==> src/design/obq_pkg.sv <==
// shared types, constants and fixed-point helpers of the oriented box query engine
`timescale 1ns / 1ps
package obq_pkg;

   localparam int FRACTION_BITS_DEF = 16;
   localparam int QUEUE_DEPTH_DEF   = 4;

   localparam int NRM_BITS = 14;   // fraction bits of sine, cosine and normals
   localparam int NW       = 17;   // normal width, holds the negated extremes
   localparam int PTW      = 40;   // edge point and bound width
   localparam int OPW      = 44;   // dot product operand width
   localparam int MAGW     = 56;   // divider operand width

   localparam logic [1:0] OP_POINT  = 2'd0;
   localparam logic [1:0] OP_CIRCLE = 2'd1;
   localparam logic [1:0] OP_RAY    = 2'd2;
   localparam logic [1:0] OP_UNUSED = 2'd3;

   localparam logic [2:0] REG_CENTER_X    = 3'd0;
   localparam logic [2:0] REG_CENTER_Y    = 3'd1;
   localparam logic [2:0] REG_HALF_WIDTH  = 3'd2;
   localparam logic [2:0] REG_HALF_HEIGHT = 3'd3;
   localparam logic [2:0] REG_FACING_SIN  = 3'd4;
   localparam logic [2:0] REG_FACING_COS  = 3'd5;

   typedef struct packed {
      logic [1:0]         operation;
      logic signed [31:0] pos_x;
      logic signed [31:0] pos_y;
      logic [30:0]        radius;
      logic signed [31:0] dir_x;
      logic signed [31:0] dir_y;
   } item_type;

   typedef struct packed {
      logic               hit;
      logic signed [31:0] push_x;
      logic signed [31:0] push_y;
      logic [31:0]        ray_distance;
   } result_type;

   typedef struct packed {
      logic                 busy;
      logic [3:0][NW-1:0]   nx;
      logic [3:0][NW-1:0]   ny;
      logic [3:0][PTW-1:0]  epx;
      logic [3:0][PTW-1:0]  epy;
      logic [PTW-1:0]       min_x;
      logic [PTW-1:0]       min_y;
      logic [PTW-1:0]       max_x;
      logic [PTW-1:0]       max_y;
   } geom_type;

   // shift right by k, round to nearest, ties away from zero
   function automatic logic signed [63:0] rshr(input logic signed [63:0] x, input int k);
      logic [63:0] m;
      m = x[63] ? (64'd0 - x) : x;
      m = (m + (64'd1 << (k - 1))) >> k;
      return x[63] ? $signed(64'd0 - m) : $signed(m);
   endfunction

   function automatic logic signed [31:0] sat32(input logic signed [63:0] v);
      if (v > 64'sd2147483647) begin
         return 32'sh7FFFFFFF;
      end
      if (v < -64'sd2147483648) begin
         return 32'sh80000000;
      end
      return v[31:0];
   endfunction

endpackage

==> src/design/obq_front.sv <==
// front end: takes query items and queues them for the back end
`timescale 1ns / 1ps
module obq_front import obq_pkg::*; #(
   parameter int QUEUE_DEPTH = QUEUE_DEPTH_DEF
) (
   input  logic        clock,
   input  logic        reset,
   input  logic        start,
   input  item_type    req,
   input  logic        hold,
   output logic        busy,
   output logic        q_valid,
   output item_type    q_item,
   input  logic        q_pop
);

   localparam int AW = (QUEUE_DEPTH > 1) ? $clog2(QUEUE_DEPTH) : 1;
   localparam int CW = $clog2(QUEUE_DEPTH + 1);

   item_type        mem_ff [QUEUE_DEPTH];
   logic [AW-1:0]   wr_ff, wr_in, rd_ff, rd_in;
   logic [CW-1:0]   cnt_ff, cnt_in;
   logic            full, push, pop;
   item_type        entry;

   assign full    = (cnt_ff == CW'(QUEUE_DEPTH));
   assign busy    = full | hold;
   assign push    = start & !busy;
   assign q_valid = (cnt_ff != '0);
   assign pop     = q_pop & q_valid;
   assign q_item  = mem_ff[rd_ff];

   // an unused operation code is folded to one class that yields an all-zero result
   always_comb begin
      entry = req;
      if (req.operation == OP_UNUSED) begin
         entry.operation = OP_UNUSED;
      end
   end

   always_comb begin
      wr_in = wr_ff;
      rd_in = rd_ff;
      if (push) begin
         wr_in = (wr_ff == AW'(QUEUE_DEPTH - 1)) ? '0 : wr_ff + 1'b1;
      end
      if (pop) begin
         rd_in = (rd_ff == AW'(QUEUE_DEPTH - 1)) ? '0 : rd_ff + 1'b1;
      end
      cnt_in = cnt_ff + CW'(push) - CW'(pop);
   end

   always_ff @(posedge clock) begin
      if (reset) begin
         wr_ff  <= '0;
         rd_ff  <= '0;
         cnt_ff <= '0;
      end else begin
         wr_ff  <= wr_in;
         rd_ff  <= rd_in;
         cnt_ff <= cnt_in;
      end
   end

   always_ff @(posedge clock) begin
      if (push) begin
         mem_ff[wr_ff] <= entry;
      end
   end

endmodule

==> config.mk <==
export PLATFORM = sky130hd
export DESIGN_NAME = obq_front
export DESIGN_NICKNAME = d
export VERILOG_FILES = /design/src/design/obq_pkg.sv /design/src/design/obq_front.sv
export SDC_FILE = /design/constraint.sdc
export NUM_CORES = 1
export LEC_CHECK = 0
export BUFFER_PORTS_ARGS = -buffer_cell sky130_fd_sc_hd__buf_2
export CORE_MARGIN = 2
export CORE_UTILIZATION = 45
export DETAILED_ROUTE_END_ITERATION = 16
export MAX_ROUTING_LAYER = met4
export PLACE_DENSITY_LB_ADDON = 0.05
export SYNTH_ARGS = -nofsm -noshare
export SYNTH_HDL_FRONTEND = slang
export SYNTH_SLANG_ARGS = --single-unit
export TNS_END_PERCENT = 1
==> constraint.sdc <==
create_clock -name clock -period 11.21 [get_ports clock]
set_input_delay 1.6815 -clock clock [delete_from_list [all_inputs] [get_ports clock]]
set_output_delay 1.6815 -clock clock [all_outputs]
set_load 0.05 [all_outputs]
; ---- After elaboration in Yosys (flattened, before gate mapping)
; Memories as Yosys holds them, arrays and structs flattened. A register that Yosys moved wholly into a read port is not among the register bits.
; Cells that the tools add are included.
[op_classes]
addsub = 4
muxes = 7
n_reduce_logical = 2
bitwise = 3
n_eq_ne = 4
[ops]
columns = op, n
row1 = two-way mux 2 bit, 5
row2 = "== test 2 bit, second input constant", 3
row3 = "adder 2 x 1 -> 2 bit, second input constant", 2
row4 = adder 3 x 1 -> 3 bit, 1
row5 = "== test 3 bit, second input constant", 1
row6 = nonzero test 3 bit, 1
row7 = subtractor 3 x 1 -> 3 bit, 1
row8 = AND 1 bit, 2
row9 = two-way mux 1 bit, 2
row10 = zero test 1 bit, 1
row11 = bitwise OR 1 bit, 1
[totals]
output_inout_bits = 163
ramBits = 644
n_memories = 1
ff_bits = 7
in_bits = 166
[mem_list]
columns = name, depth, width, read_ports, rd_clocked_by_memory_dff, write_ports, line_no
row1 = mem_ff, 4, 161, 1, 1, 1, obq_front.sv:20  ; item_type mem_ff [QUEUE_DEPTH];

; ---- Logic depth before layout (Yosys ltp)
; Gate-level depths: netlist (run 1).
[logic_depth]
depth_word = 6
ltp_mapped = 11
mapped_depth_nobuf = 11

; ---- Worst setup path before layout (run 1)
; Ideal clock, no wire load.
[synth_timing]
kind = input -> register
start = input port start
end = memory mem_ff[0][0] (netlist name) (enable)
path_buffers = 0
t_required_ns = 10.669
path_stages = 2
setup_slack_ns = 4.970
arrival_ns = 5.699
cell_sequence = nor2b_1 -> and3_1
[synth_via]
elab_chain_cells = 3
[synth_lines]
columns = item, line_no
row1 = start: declaration, obq_front.sv:8  ; input logic start,
row2 = AND 1 bit, obq_front.sv:28  ; assign push = start & !busy;
row3 = two-way mux 1 bit, obq_front.sv:66  ; if (push) begin
row4 = two-way mux 1 bit (implied by the code), obq_front.sv:67  ; mem_ff[wr_ff] <= entry;
row5 = end: declaration, obq_front.sv:20
; No other way between the ends.

==> impl_metrics.csv, run 1 <==
group,metric,value,unit
status,status,"finished, final reports clean",
floorplanning,initial_core_util,45.3,%
drt,first_pass_iters,5,
clock_tree,cts_max_path_buffers,3,
drt,routed_wirelength,47500,um
timing,finalClockSkew,19.1,ps
critical_path,cp-start-kind,"flip-flop",
critical_path,r2r_setup_slack,8240,ps
clock_tree,cts_root_buf,"clkbuf_16",
clock_tree,cts_setup_buffers,0,
place,numPortBuffers,328,
timing,fin_crit,5070,ps
global_route,grt_pass1_wl,69700,um
clock_tree,cts_tree,"yes",
critical_path,cp_max_fo,48,
floorplanning,core_area,52300,um^2
timing,fmax,197,MHz
power_and_ir_drop,power.density,237,nW/um^2
yosys,synthCells,896,
yosys,ys_warn_count,0,
layout,drive_gt1_share,45.2,%
clock_tree,cts.sinks,653,
critical_path,end_kind,"output port",
yosys,synth_area,23700,um^2
drt,drt_iter0_markers,688,
timing,fin_crit_sh,45.2,%
global_route,grt_max_degree,124,
critical_path,rr_worst_depth,4,
critical_path,r2r-end,"mem_ff[1][113]",
critical_path,crit_required,9530,ps
yosys,syn_avg_cell_area,26.4,um^2
global_route,antenna_found_initial,11,
drt,drc,0,
layout,syn_to_final_growth,19.1,%
timing,final_max_slew_viol_count,0,
yosys,ys_seq_area_share,82.4,%
clock_tree,ctsHoldBuffers,0,
timing,report.final.setup_viol,0,
yosys,yosysMostFrequentCell,"edfxtp_1",
hold_path,hold_depth,2,
job,cap_viol_max_count,0,
floorplanning,die_x,233,um
clock_tree,clkSlewWorstSetupHoldPaths,60,ps
global_route,overflow,0,
clock_tree,cts_max_level,3,
power_and_ir_drop,max-vdd-ir-drop,0.145,mV
critical_path,arrival,3390,ps
critical_path,cpPeakStageDelay,1030,ps
yosys,yosysTopAreaCell,"edfxtp_1",
floorplanning,rows,84,
yosys,syn_nets,1070,
timing,hold_ws,497,ps
yosys,synth_top_area_share,81.6,%
drt,vias,10600,
drt,wire_per_inst,23.5,um
timing,finalSetupTns,0,ps
critical_path,path_cells,"buf_4, mux4_2, buf_2",
critical_path,r2r-start,"cnt_ff[1]",
global_route,grt_pass1_vias,11100,
floorplanning,die_h,233,um
timing,hold_viol_final,0,
layout,final_nets,1442,
hold_path,hp-start,"rd_ff[0]",
clock_tree,ctsResizeCount,0,
timing,rsz0062_at_grt,"false",
layout,fillerInstances,4093,
floorplanning,dieArea,54500,um^2
timing,worstMarginPinSlew,1060,ps
place,dp_hpwl,27900,um
drt,routed_via_density,5.24,
critical_path,cp_slowest_cell,"dfxtp_4",
yosys,synth_edf_count,644,
yosys,synthTopCellsByArea,"edfxtp_1 82%, mux4_2 15%, dfxtp_1 0.76%, buf_6 0.52%, buf_2 0.38%",
place,gp_congestion,0.710,
drt,ant_nets,0,
floorplanning,pin_count,329,
timing,relSlewSlack,29.4,%
yosys,synthArstFlopShare,0,%
clock_tree,clock_latency,590,ps
clock_tree,numCtsBuffers,68,
yosys,post_synth_num_cell_types,25,
hold_path,hold_class,"flip-flop to flip-flop",
global_route,grtUsageTotal,18.1,%
yosys,ys_ff_latch,653,
yosys,synth_commonest_cells,"644 x edfxtp_1, 161 x mux4_2, 18 x buf_2",
yosys,synthFlopType,"edfxtp_1",
power_and_ir_drop,power.leakage,9.31,nW
critical_path,path_class,"flip-flop to output port",
placed cells by master (no fill, tap or decap), types with 2 or more instances in the layout:
master / count
clkinv_2: 9
dfxtp_4: 2
bufinv_16: 4
diode_2: 13
mux4_2: 161
nand3_1: 2
edfxtp_1: 644
buf_2: 328
and3_4: 4
ha_1: 7
nor2b_1: 2
a21oi_1: 2
clkinv_1: 17
clkbuf_16: 71
or3_1: 2
nor3_1: 2
dfxtp_1: 7
nor2_1: 4
o31ai_1: 2
buf_4: 11
nand2b_1: 2
buf_12: 2
inv_1: 6
clkbuf_1: 16
stage by stage:
stage	instance area, um^2	setup slack [ps]	util, %	power (mW)	cells
finish	28200	6140	53.9	6.69	2018
global route	28200	5800	53.9	6.95	2016
CTS	28200	5930	53.9	6.79	2005
detailed placement	26100	6550	49.9	4.66	1886
global placement	26100	6550	49.9	4.65	1886
floorplan	23700	4970	-	4.27	896
state kept, by name, summed over array words and instances, names as in the netlist, named ones only:
signal  flops
wr_ff       2
mem_ff    644
cnt_ff      3
rd_ff       2
metal layers:
layer | track usage (%) | vias up | routed length (um)
met1 | 23.5 | 5572 | 19700
met5 | - | - | 0
li1 | - | 4653 | -
met4 | 5.81 | 0 | 894
met3 | 5.53 | 69 | 3560
met2 | 27.5 | 276 | 23300
critical path, delay by kind of cell (launching register included):
family   cells  cell delay (ps)
buf+inv      2             1060
flops        1             1030
mux          1              630
logic make-up after synthesis:
group | after synthesis | share of synthesized area (%)
fa+ha+maj | 8 | 0.454
simple gates | 22 | 0.523
buf+inv | 45 | 1.16
compound gates | 5 | 0.127
flops | 653 | 82.4
mux | 162 | 15.3
xor+xnor | 1 | 0.0370
report_power, final:
group          leakage (nW)  internal [mW]  switching (mW)
logic                  2.37          0.509            1.18
clock network          1.02           1.25           0.866
registers              5.92           2.81          0.0769
total                  9.31           4.57            2.12
how the worst max path moves through the flow:
| stage | to | slack [ps] | depth (start not counted) |
|---|---|---|---|
| 2_1_floorplan | mem_ff[0][0] | 4970 | 2 |
| 3_3_place_gp | q_item[16] | 6550 | 3 |
| 3_5_place_dp | q_item[16] | 6550 | 3 |
| 4_1_cts | q_item[16] | 5930 | 3 |
| 5_1_grt | q_item[16] | 5800 | 3 |
| 6_report | q_item[16] | 6140 | 3 |
layout make-up:
class / count / area (um^2) / area share (%)
tap: 688 / 861 / 3.05
antenna: 13 / 32.5 / 0.115
inverter: 6 / 22.5 / 0.0798
clock inverter: 31 / 238 / 0.842
timing repair buffer: 341 / 1760 / 6.25
clock buffer: 88 / 1850 / 6.56
sequential: 653 / 19500 / 69.2
multi-input combinational: 198 / 3930 / 13.9
Power figures use the tool's default switching activity.
==> run 2: changes to the inputs <==
==> constraint.sdc (replaced) <==
create_clock -name clock -period 5.3 [get_ports clock]
set_input_delay 0.795 -clock clock [delete_from_list [all_inputs] [get_ports clock]]
set_output_delay 0.795 -clock clock [all_outputs]
set_load 0.05 [all_outputs]
==> impl_metrics.csv, run 2 (same netlist as run 1, synthesis figures left out) <==
group,metric,value,unit
status,status,"finished, final reports clean",
global_route,grt_max_degree,92,
floorplanning,die_x,233,um
timing,rsz0062_at_grt,"false",
floorplanning,rows,84,
layout,final_common_cell,"edfxtp_1",
place,gp_congestion,0.717,
global_route,grtUsageTotal,17.9,%
drt,routed_wirelength,47300,um
place,post-place-ws,2160,ps
layout,largest_reg_flops,644,
drt,vias,10600,
timing,hold_viol_final,0,
global_route,antenna_found_initial,15,
floorplanning,initial_core_util,45.3,%
place,dp_hpwl,28700,um
layout,final_nets,1446,
layout,final_cell_mix,"644 x edfxtp_1, 328 x buf_2, 161 x mux4_2",
floorplanning,pin_count,329,
power_and_ir_drop,power.density,495,nW/um^2
layout,top_regs,"mem_ff: 644 flops, cnt_ff: 3 flops",
layout,fillerInstances,4061,
drt,drt_iter0_markers,628,
place,numPortBuffers,328,
timing,report.final.setup_viol,0,
drt,first_pass_iters,4,
clock_tree,ctsHoldBuffers,0,
global_route,overflow,0,
layout,regArea,19500,um^2
clock_tree,clkSlewWorstSetupHoldPaths,60,ps
power_and_ir_drop,pwr-share-seq,43.6,%
power_and_ir_drop,power.leakage,9.30,nW
clock_tree,cts_max_path_buffers,3,
critical_path,cp_max_fo,43,
timing,relSlewSlack,37.1,%
timing,fin_crit_sh,68.0,%
global_route,grt_pass1_wl,69100,um
timing,fmax,277,MHz
power_and_ir_drop,p_switching,4.44,mW
drt,drc,0,
timing,final_max_slew_viol_count,0,
floorplanning,core_area,52300,um^2
layout,top_register,"mem_ff",
hold_path,hold_class,"primary input to flip-flop",
timing,worstMarginPinSlew,943,ps
timing,finalClockSkew,14.6,ps
clock_tree,cts.sinks,653,
timing,setup_slack,1690,ps
layout,fin_util,54.0,%
drt,routed_via_density,5.25,
timing,fin_crit,3610,ps
job,cap_viol_max_count,0,
critical_path,end_kind,"output port",
power_and_ir_drop,p_int,9.57,mW
clock_tree,cts_max_level,3,
power_and_ir_drop,power,14.0,mW
critical_path,cp-start-kind,"flip-flop",
layout,syn_to_final_growth,19.3,%
layout,multi_input_area,3930,um^2
clock_tree,ctsResizeCount,0,
layout,drive_gt1_share,45.1,%
clock_tree,cts_tree,"yes",
critical_path,path_class,"flip-flop to output port",
global_route,grt_pass1_vias,11000,
clock_tree,clock_latency,580,ps
clock_tree,cts_root_buf,"clkbuf_16",
place,placed_area,26200,um^2
critical_path,arrival,2810,ps
power_and_ir_drop,clkPwrFrac,30.7,%
layout,design_area,28300,um^2
floorplanning,dieArea,54500,um^2
floorplanning,die_h,233,um
drt,ant_nets,0,
power_and_ir_drop,p_comb_share,25.6,%
clock_tree,numCtsBuffers,68,
critical_path,crit_required,4510,ps
drt,wire_per_inst,23.4,um
power_and_ir_drop,switching_share,31.7,%
clock_tree,cts_setup_buffers,0,
power_and_ir_drop,max-vdd-ir-drop,0.316,mV
run 2: changes by cell type in the layout (fill, tap and decap cells not counted), sizes merged:
cell,previous run,this run
buf,341,345
diode,13,15
clkinvlp,0,1
clkinv,26,19
bufinv,4,0
inv,7,6
clkbuf,88,94
run 2: layer usage:
metal / global-route usage, % / share of wire [%] / vias up / wire length [um]
li1: - / - / 4652 / -
met1: 22.7 / 41 / 5581 / 19300
met2: 27.4 / 49 / 292 / 23300
met3: 6.05 / 8.0 / 69 / 3780
met4: 5.87 / 2.0 / 0 / 924
met5: - / 0 / - / 0
run 2: final timing paths:
check             slack (ps)      start             end  cells after the start
hold reg to reg          490   rd_ff[0]       flip-flop                      2
hold / removal           430   req[136]  mem_ff[2][136]                      1
setup reg to reg        2840  cnt_ff[1]       cnt_ff[2]                     10
setup / recovery        1690  flip-flop      q_item[39]                      3
run 2: area by class of cell:
class | instances | share of cell area [%]
Clock inverter | 20 | 0.319
Inverter | 6 | 0.0797
Tap cell | 688 | 3.04
Sequential cell | 653 | 69.1
Timing Repair Buffer | 345 | 6.70
Antenna cell | 15 | 0.133
Clock buffer | 94 | 6.78
Multi-Input combinational cell | 198 | 13.9
run 2: critical path: stages (launching register included):
cell and delay (ps):
dfxtp_4 960, buf_4 430, mux4_2 580, buf_2 230
run 2: power by group through the flow:
stage	Sequential, mW	Combinational (mW)	Clock [mW]
after floorplan	6.12	2.90	0
after CTS	6.12	3.67	4.44
after global routing	6.14	3.78	4.64
after detailed placement	6.23	3.66	0
after global placement	6.22	3.66	0
final	6.11	3.59	4.31
run 2: stage by stage:
stage,hold WS (ps),setup TNS [ps],cells
final,425,0,2019
after global placement,465,0,1890
after floorplan,463,-25800,896
after detailed placement,481,0,1890
after global routing,401,0,2018
after CTS,386,0,2004
